File: src/rtl/reciprocal_exp_gain_curve_macros.svh
// Assertion helpers for the gain curve top module.
`ifndef RECIPROCAL_EXP_GAIN_CURVE_MACROS_SVH
`define RECIPROCAL_EXP_GAIN_CURVE_MACROS_SVH

// Condition must hold at every edge outside reset.
`define REGC_CHECK(label, cond, msg) \
   label: assert property (@(posedge clock) disable iff (reset) (cond)) else $error(msg);

// When pre holds, post must hold in the following cycle.
`define REGC_CHECK_NEXT(label, pre, post, msg) \
   label: assert property (@(posedge clock) disable iff (reset) (pre) |=> (post)) \
      else $error(msg);

`endif

File: src/rtl/regc_pkg.sv
package regc_pkg;

   localparam int FRAC_BITS_DEF = 16;
   localparam int MW = 64;

   localparam logic [24:0] LOG2E_Q24 = 25'd24204406;
   localparam logic [31:0] LN2_Q32 = 32'd2977044472;
   localparam logic [30:0] ONE_Q30 = 31'd1073741824;

   localparam logic [7:0] REG_FLOOR   = 8'd0;
   localparam logic [7:0] REG_CEILING = 8'd1;
   localparam logic [7:0] REG_SLOPE   = 8'd2;
   localparam logic [7:0] REG_CENTER  = 8'd3;

   typedef struct packed {
      logic fallback;
      logic neg_x;
      logic tiny_m;
   } div_tag_type;

   typedef struct packed {
      logic              fallback;
      logic signed [7:0] pow;
      logic [1:0]        idx;
   } exp_tag_type;

   // 2^(i/4) in Q30
   function automatic logic [30:0] pow2_quarter(input logic [1:0] i);
      logic [30:0] v;
      case (i)
         2'd0:    v = 31'd1073741824;
         2'd1:    v = 31'd1276901417;
         2'd2:    v = 31'd1518500250;
         2'd3:    v = 31'd1805811301;
         default: v = 31'd1073741824;
      endcase
      return v;
   endfunction

   // floor(v / k) = (v * recip_mul(k)) >> recip_shift(k), exact for v < 2^32
   function automatic logic [31:0] recip_mul(input int k);
      logic [31:0] v;
      case (k)
         3:       v = 32'hAAAAAAAB;
         5:       v = 32'hCCCCCCCD;
         default: v = 32'd1;
      endcase
      return v;
   endfunction

   function automatic int recip_shift(input int k);
      int v;
      case (k)
         2:       v = 1;
         3:       v = 33;
         4:       v = 2;
         5:       v = 34;
         default: v = 0;
      endcase
      return v;
   endfunction

endpackage

File: src/rtl/regc_div_cell.sv
module regc_div_cell #(
   parameter int QW = 23
) (
   input  logic                     clock,
   input  logic                     reset,
   input  logic                     in_valid,
   output logic                     in_ready,
   input  logic [regc_pkg::MW-1:0]  in_r,
   input  logic [regc_pkg::MW-1:0]  in_m,
   input  logic [QW-1:0]            in_q,
   input  regc_pkg::div_tag_type    in_tag,
   output logic                     out_valid,
   input  logic                     out_ready,
   output logic [regc_pkg::MW-1:0]  out_r,
   output logic [regc_pkg::MW-1:0]  out_m,
   output logic [QW-1:0]            out_q,
   output regc_pkg::div_tag_type    out_tag
);

   logic                    v_ff, v_in;
   logic [regc_pkg::MW-1:0] r_ff, r_in, m_ff, m_in;
   logic [QW-1:0]           q_ff, q_in;
   regc_pkg::div_tag_type   tag_ff, tag_in;
   logic [regc_pkg::MW-1:0] r_sh;
   logic                    ge;

   assign in_ready = !v_ff | out_ready;

   // one restoring step; the remainder stays below the divisor if it entered below it
   always_comb begin
      r_sh   = {in_r[regc_pkg::MW-2:0], 1'b0};
      ge     = r_sh >= in_m;
      r_in   = ge ? r_sh - in_m : r_sh;
      q_in   = {in_q[QW-2:0], ge};
      m_in   = in_m;
      tag_in = in_tag;
      v_in   = in_ready ? in_valid : v_ff;
   end

   always_ff @(posedge clock) begin
      if (reset) begin
         v_ff <= 1'b0;
      end else begin
         v_ff <= v_in;
      end
   end

   always_ff @(posedge clock) begin
      if (in_ready & in_valid) begin
         r_ff   <= r_in;
         m_ff   <= m_in;
         q_ff   <= q_in;
         tag_ff <= tag_in;
      end
   end

   assign out_valid = v_ff;
   assign out_r     = r_ff;
   assign out_m     = m_ff;
   assign out_q     = q_ff;
   assign out_tag   = tag_ff;

endmodule

File: config.mk
export PLATFORM = sky130hd
export DESIGN_NAME = regc_div_cell
export DESIGN_NICKNAME = d
export VERILOG_FILES = /design/src/rtl/reciprocal_exp_gain_curve_macros.svh /design/src/rtl/regc_pkg.sv /design/src/rtl/regc_div_cell.sv
export SDC_FILE = /design/constraint.sdc
export NUM_CORES = 1
export LEC_CHECK = 0
export BUFFER_PORTS_ARGS = -buffer_cell sky130_fd_sc_hd__buf_2
export CAP_MARGIN = 20
export CELL_PAD_IN_SITES_DETAIL_PLACEMENT = 0
export CELL_PAD_IN_SITES_GLOBAL_PLACEMENT = 1
export CORE_UTILIZATION = 39
export CTS_CLUSTER_SIZE = 14
export DETAILED_ROUTE_END_ITERATION = 12
export PLACE_DENSITY = 0.84
export SETUP_SLACK_MARGIN = 0.4
export SYNTH_ARGS = -nofsm -noshare
export SYNTH_HDL_FRONTEND = slang
export SYNTH_SLANG_ARGS = --single-unit
File: constraint.sdc
create_clock -name clock -period 6.2 [get_ports clock]
set_input_delay 0.93 -clock clock [delete_from_list [all_inputs] [get_ports clock]]
set_output_delay 0.93 -clock clock [all_outputs]
set_load 0.02 [all_outputs]
## Yosys cells after proc, flatten, opt, wreduce, memory -nomap -nowiden

Index checks and enable logic that the tools add are counted.

| storage, ports and cells | value |
|---|---|
| logic and storage cells | 14 |
| ROM bits | 0 |
| memories | 0 |
| bits in latches | 0 |
| output and inout bits | 156 |
| flip-flop bits (word level) | 155 |
| bits of input ports | 158 |
| RAM bits | 0 |

| operators by class | value |
|---|---|
| shifts and indexed selects | 0 |
| muxes and demuxes | 1 |
| bitwise gates (word level) | 2 |
| order comparisons | 1 |
| eq/ne operators | 0 |
| multipliers | 0 |
| reduce and logical (&&, ||, !) cells | 1 |
| $add $sub $neg | 1 |
| div/mod/pow operators | 0 |

Operators with widths:

| operator | count |
|---|---|
| 64-bit >= comparator | 1 |
| 64-bit 2-to-1 mux | 1 |
| 64-bit subtractor | 1 |
| 1-bit bitwise AND | 1 |
| 1-bit logical NOT | 1 |
| 1-bit bitwise OR | 1 |

## Longest topological paths before layout

Gate-level depths: netlist (run 1).

| logic depth | value |
|---|---|
| depth in word-level cells | 3 |
| depth in mapped cells | 15 |

## Worst setup path after synthesis (run 1)

OpenSTA, ideal clock, no wires.

| timing path | value |
|---|---|
| kind | input-to-reg |
| start | in out_ready |
| end | reg m_ff (netlist bit out_m[0]) (enable) |
| buffers on the path | 0 |
| stages | 2 |
| required time | 5668 ps |
| library setup time | 532 ps |
| setup slack | 914 ps |
| arrival time | 4755 ps |
| cells stage by stage | nand2b_1 -> and2_1 |

| on the way | value |
|---|---|
| longest elaborated chain between the ends | 2 |

RTL lines:

| element | line | RTL |
|---|---|---|
| from (decl) | regc_div_cell.sv:13 | `input logic out_ready,` |
| 1-bit bitwise OR | regc_div_cell.sv:27 | `assign in_ready = !v_ff \| out_ready;` |
| 1-bit bitwise AND | regc_div_cell.sv:49 | `if (in_ready & in_valid) begin` |
| to (signal assigned) | regc_div_cell.sv:51 | `m_ff <= m_in;` |
| to (decl) | regc_div_cell.sv:21 | `logic [regc_pkg::MW-1:0] r_ff, r_in, m_ff, m_in;` |

No other way between the ends.
A chain may end at the register's enable or synchronous reset.

## Worst setup path in the final report (run 1)

| timing path | value |
|---|---|
| start | in in_m[13] (netlist name) |
| end | reg r_ff (netlist bit out_r[45]) (data pin) |

| on the way | value |
|---|---|
| longest elaborated chain between the ends | 2 |

RTL lines:

| element | line | RTL |
|---|---|---|
| from (decl) | regc_div_cell.sv:9 | `input logic [regc_pkg::MW-1:0] in_m,` |
| 64-bit subtractor or 64-bit >= comparator (tied branches) | regc_div_cell.sv:33, regc_div_cell.sv:32 |  |
| 64-bit 2-to-1 mux (*) | regc_div_cell.sv:33 | `r_in = ge ? r_sh - in_m : r_sh;` |
| net r_in (one bit) | regc_div_cell.sv:21 |  |
| to (signal assigned) | regc_div_cell.sv:50 | `r_ff <= r_in;` |
| to (decl) | regc_div_cell.sv:21 |  |

Mark *: on every way through the listed nets, which the timed path passes. The rest lies on a longest branch.

==> results.sh, run 1 <==
export IMPL_crit_required_ps=6390
export IMPL_grt_pass1_wl_mm=39.5
export IMPL_antenna_found_initial=2
export IMPL_ys_warn_count=0
export IMPL_rows=56
export IMPL_p_per_area_nw_per_um2=270
export IMPL_remaining_drc_errors=0
export IMPL_fin_setup_tns_ps=0
export IMPL_h_tree_depth=4
export IMPL_synth_edf_count=154
export IMPL_synth_seq_area_share_pct=48.8
export IMPL_min_period_ps=4170
export IMPL_cts_inserted_buffers=17
export IMPL_grt_pass1_vias=7625
export IMPL_finClkSkew_ps=10.5
export IMPL_setup_viol=0
export IMPL_port_buffers=311
export IMPL_cts_tree="yes"
export IMPL_cts_root_buffer="clkbuf_16"
export IMPL_synth_cell_area_um2=9520
export IMPL_final_nets=1472
export IMPL_async_flop_share_pct=0
export IMPL_syn2layout_area_growth_pct=25.4
export IMPL_first_iter_violations=556
export IMPL_synthCells=962
export IMPL_cts_setup_buffers=0
export IMPL_ys_flop_type="edfxtp_1"
export IMPL_rsz0062_at_grt="no"
export IMPL_synth_area_top_cells="edfxtp_1 49%, ha_1 8.4%, o21ai_0 5.7%"
export IMPL_drt_first_pass_iters=5
export IMPL_crit_buf_inv=3
export IMPL_initial_core_util_pct=40.2
export IMPL_cts_hold_buf=0
export IMPL_die_y_um=158
export IMPL_fin_crit_sh_pct=67.3
export IMPL_cts_sinks=155
export IMPL_io_pins=314
export IMPL_status="finished, final reports clean"
export IMPL_crit_top_cell="a21oi_1"
export IMPL_drive_gt1_share_pct=28.5
export IMPL_yosysTopAreaCell="edfxtp_1"
export IMPL_avgSynthCellArea_um2=9.90
export IMPL_maxSlewViolCount=0
export IMPL_holdWs_ps=573
export IMPL_grt_use_total_pct=20.7
export IMPL_place_gp_congestion=0.882
export IMPL_antenna_left=0
export IMPL_power_leakage_uw=0.00534
export IMPL_coreArea_um2=23700
export IMPL_fp_dieArea_um2=25000
export IMPL_routed_wl_mm=26.4
export IMPL_drv_cap=0
export IMPL_path_cells="buf_2 -> inv_1 -> ha_1 -> a21oi_1 -> o21ai_0 -> a21oi_1 -> and3_1 -> a2111oi_4 -> nor3_2 -> nor4b_2 -> nor2_4 -> buf_12 -> mux2_2"
export IMPL_timing_fmax_mhz=240
export IMPL_setup_worst_path_class="in2reg"
export IMPL_cp_top_family="simple AND/OR/NAND/NOR gates"
export IMPL_slowest_stage="nor2_4"
export IMPL_grt_ovfl_total=0
export IMPL_clock_latency_ps=430
export IMPL_crit_path_max_incr_delay_ps=640
export IMPL_power_uw=3220
export IMPL_hold_viol=0
export IMPL_dp_hpwl_mm=20.5
export IMPL_post_drt_via_cell_ratio=5.14
export IMPL_tightest_slew_ps=970
export IMPL_hold_path_class="reg2reg"
export IMPL_post_cts_resized=0
export IMPL_ir_drop_mv=0.165
export IMPL_die_w_um=158
export IMPL_ctsLongestPathBuffers=2
export IMPL_synth_seq_cells=155
export IMPL_grt_max_degree=84
export IMPL_slew_headroom_pct=35.3
export IMPL_cp_start_kind="input pin"
export IMPL_synthesis_nets=1185
export IMPL_synth_top_cell_area_share_pct=48.6
export IMPL_via_count=8130
export IMPL_critPathArrivalTime_ps=4370
export IMPL_path_clk_slew_ps=80
export IMPL_routedWlPerCell_um=16.7
export IMPL_path_max_fanout=83
export IMPL_synth_cell_types=59
export IMPL_end_kind="flip-flop"
-- Yosys cell counts, drive strengths merged, types with 13 or more instances --
library cell / n
edfxtp: 154
nand2: 126
o21ai: 112
inv: 79
a21oi: 75
ha: 64
nor2: 43
a21o: 35
clkbuf: 33
xnor2: 33
xor2: 27
nand4: 24
nor3: 16
o21bai: 15
buf: 13
-- worst reg2reg max path, stage by stage, from the launching register on --
cell and delay [ps]:
dfxtp_1 320, nand2b_1 120, and2_4 780, buf_12 550
-- cells by family after synthesis --
family / synth area share, %
muxes: 0.473
and+or+nand+nor: 12.8
adders and majority gates: 8.62
xor gates and xnor gates: 5.52
AOI/OAI and AO/OA: 18.6
DFF: 48.8
buffers and inverters: 5.26
-- worst paths after layout --
kind                     startpoint                     end  slack, ps  depth (start not counted)
max                        in_m[13]     out_r[45]$_DFFE_PP_       2030                         13
min          out_valid$_SDFFE_PP0N_  out_valid$_SDFFE_PP0N_        570                          2
max reg2reg  out_valid$_SDFFE_PP0N_     out_r[43]$_DFFE_PP_       4020                          3
min reg2reg  out_valid$_SDFFE_PP0N_  out_valid$_SDFFE_PP0N_        570                          2
-- cell usage in the layout, fill, tap and decap left out, types with 4 or more instances in the layout --
cell type and n:
nand4_1 24, clkbuf_16 17, xor2_1 27, edfxtp_1 154, a21o_1 35, o21ai_0 108
buf_2 311, a21oi_1 75, or3_1 10, and3_1 7, inv_8 4, a31oi_1 12
ha_1 64, a211oi_1 7, o21bai_1 14, o21a_1 6, nor3_1 15, nand2_1 126
xnor2_1 33, nand3_1 12, inv_1 79, inv_6 5, nor2_1 42, nand2b_1 8
nor2b_1 4
-- layout make-up --
cell class	instances	area, um^2
diodes	1	2.50
clock buffers	18	429
clock inverters	14	173
fillers	2279	11800
inverters	79	297
multi-input cells	682	4380
flip-flops and latches	155	4640
well taps	319	399
repair buffers	314	1600
-- sequential cells by signal, summed over array words and instances (netlist names) --
signal	count
out_m	64
out_tag	3
out_q	23
out_valid	1
out_r	64
-- per-layer routing --
layer	wire [um]	vias to the layer above	global-route usage, %
met5	13	-	0
met4	421	2	6.09
met1	12300	3761	28.2
met2	12200	261	33.0
li1	-	4078	-
met3	1550	28	4.27
-- power breakdown --
part | switching (uW) | leakage (uW) | internal (uW)
Sequential | 18.8 | 0.00151 | 1270
Clock | 497 | 0.000290 | 612
Combinational | 523 | 0.00354 | 297
-- through the flow --
step	cells	setup WS, ps	util (%)	cell area [um^2]
2_1_floorplan	962	914	-	9520
3_3_place_gp	1549	1640	47.8	11300
3_5_place_dp	1549	1620	47.8	11300
4_1_cts	1581	2070	50.4	11900
5_1_grt	1582	1800	50.4	11900
6_report	1582	2030	50.4	11900
No activity file was read; power rests on OpenSTA's default activity.
==> inputs of run 2 (changes only) <==
==> constraint.sdc (replaced) <==
create_clock -name clock -period 4 [get_ports clock]
set_input_delay 0.6 -clock clock [delete_from_list [all_inputs] [get_ports clock]]
set_output_delay 0.6 -clock clock [all_outputs]
set_load 0.02 [all_outputs]
==> results.sh, run 2 (synthesized netlist as in run 1, its figures left out) <==
export IMPL_cts_inserted_buffers=17
export IMPL_fin_crit_sh_pct=83.2
export IMPL_h_tree_depth=4
export IMPL_dp_hpwl_mm=20.7
export IMPL_final_nets=1488
export IMPL_grt_pass1_wl_mm=40.9
export IMPL_routed_wl_mm=26.5
export IMPL_rows=56
export IMPL_drt_first_pass_iters=5
export IMPL_grt_ovfl_total=0
export IMPL_path_clk_slew_ps=70
export IMPL_hold_path_class="in2reg"
export IMPL_setup_worst_path_class="in2reg"
export IMPL_fp_dieArea_um2=25000
export IMPL_hold_viol=0
export IMPL_port_buffers=311
export IMPL_grt_use_total_pct=21.3
export IMPL_reg2reg_depth=3
export IMPL_status="finished, final reports clean"
export IMPL_place_gp_congestion=0.871
export IMPL_routedWlPerCell_um=16.6
export IMPL_cp_start_kind="input pin"
export IMPL_finClkSkew_ps=10.6
export IMPL_placed_area_um2=11500
export IMPL_remaining_drc_errors=0
export IMPL_min_period_ps=3330
export IMPL_utilization_pct=51.0
export IMPL_ir_drop_mv=0.233
export IMPL_fin_setup_tns_ps=0
export IMPL_stdcell_area_um2=12100
export IMPL_rsz0062_at_grt="no"
export IMPL_io_pins=314
export IMPL_hp_start="reset"
export IMPL_maxSlewViolCount=0
export IMPL_antenna_found_initial=5
export IMPL_power_uw=4910
export IMPL_timing_fmax_mhz=300
export IMPL_syn2layout_area_growth_pct=26.8
export IMPL_cts_tree="yes"
export IMPL_drv_cap=0
export IMPL_power_leakage_uw=0.00542
export IMPL_r2r_start="out_valid$_SDFFE_PP0N_"
export IMPL_slew_headroom_pct=45.6
export IMPL_grt_max_degree=155
export IMPL_final_cell_mix="311 x buf_2, 154 x edfxtp_1, 126 x nand2_1, 108 x o21ai_0, 79 x inv_1"
export IMPL_post_drt_via_cell_ratio=5.16
export IMPL_via_count=8268
export IMPL_first_iter_violations=509
export IMPL_initial_core_util_pct=40.2
export IMPL_die_y_um=158
export IMPL_grt_pass1_vias=7902
export IMPL_coreArea_um2=23700
export IMPL_tightest_slew_ps=817
export IMPL_cts_sinks=155
export IMPL_crit_required_ps=4190
export IMPL_die_w_um=158
export IMPL_ctsLongestPathBuffers=2
export IMPL_path_max_fanout=3
export IMPL_cts_root_buffer="clkbuf_16"
export IMPL_p_per_area_nw_per_um2=406
export IMPL_setup_viol=0
export IMPL_fillers=2306
export IMPL_critPathArrivalTime_ps=3520
export IMPL_end_kind="flip-flop"
export IMPL_whs_path_depth=2
export IMPL_clock_latency_ps=430
export IMPL_setup_worst_path_start="in_m[1]"
export IMPL_drive_gt1_share_pct=29.6
export IMPL_layout_commonest_cell="buf_2"
export IMPL_antenna_left=0
run 2: cell count changes in the layout (fill, tap and decap cells not counted), sizes merged:
cell	change
buf	+16
inv	-1
diode	+3
clkinv	+4
bufinv	-2
clkbuf	-1
run 2: path summary, 6_finish.rpt:
| kind | to | slack [ps] |
|---|---|---|
| setup / recovery | out_r[57]$_DFFE_PP_ | 670 |
| hold / removal | out_valid$_SDFFE_PP0N_ | 310 |
| setup reg to reg | out_m[23]$_DFFE_PP_ | 2370 |
| hold reg to reg | out_valid$_SDFFE_PP0N_ | 520 |
run 2: per-stage QoR:
| stage | setup slack (ps) | instances | hold slack (ps) |
|---|---|---|---|
| after floorplan | 677 | 962 | 669 |
| after global placement | 162 | 1565 | 509 |
| after detailed placement | 226 | 1565 | 512 |
| after CTS | 647 | 1597 | 291 |
| after global routing | 473 | 1600 | 296 |
| final | 672 | 1601 | 305 |
run 2: area by class of cell:
| cell class | instances | area (um^2) | area share (%) |
|---|---|---|---|
| inverter | 79 | 297 | 2.46 |
| tap | 319 | 399 | 3.31 |
| clock buffer | 17 | 425 | 3.52 |
| sequential | 155 | 4640 | 38.5 |
| timing repair buffer | 330 | 1750 | 14.5 |
| clock inverter | 15 | 155 | 1.29 |
| antenna | 4 | 10.0 | 0.0829 |
| multi-input combinational | 682 | 4390 | 36.4 |
run 2: per-layer routing:
metal	track usage, %	vias up	routed length (um)
li1	-	4113	-
met4	7.19	2	512
met1	28.6	3825	11800
met2	34.3	296	12400
met3	4.19	32	1810
met5	0	-	13
run 2: repair_timing:
item | in CTS | in global routing
hold endpoints to repair | 0 | 0
resized for setup | 0 | 1
endpoints found under the setup margin | 0 | 2
hold buffers | 0 | 0
setup buffers | 0 | 0
run 2: power breakdown:
part	switching (uW)	internal [uW]	leakage, uW
logic	816	486	0.00363
registers	29.0	1970	0.00151
clock network	779	832	0.000279
total	1620	3280	0.00542
run 2: worst max-delay path, cell delays in order:
cell       delay (ps)
buf_2              90
inv_1              60
ha_1              280
nor2b_1           170
o2111ai_1         180
a211o_1           360
a21oi_1           300
o21ai_1           190
o211a_1           290
o21ai_0           410
a31oi_1           180
xnor2_1           150
mux2_2            260
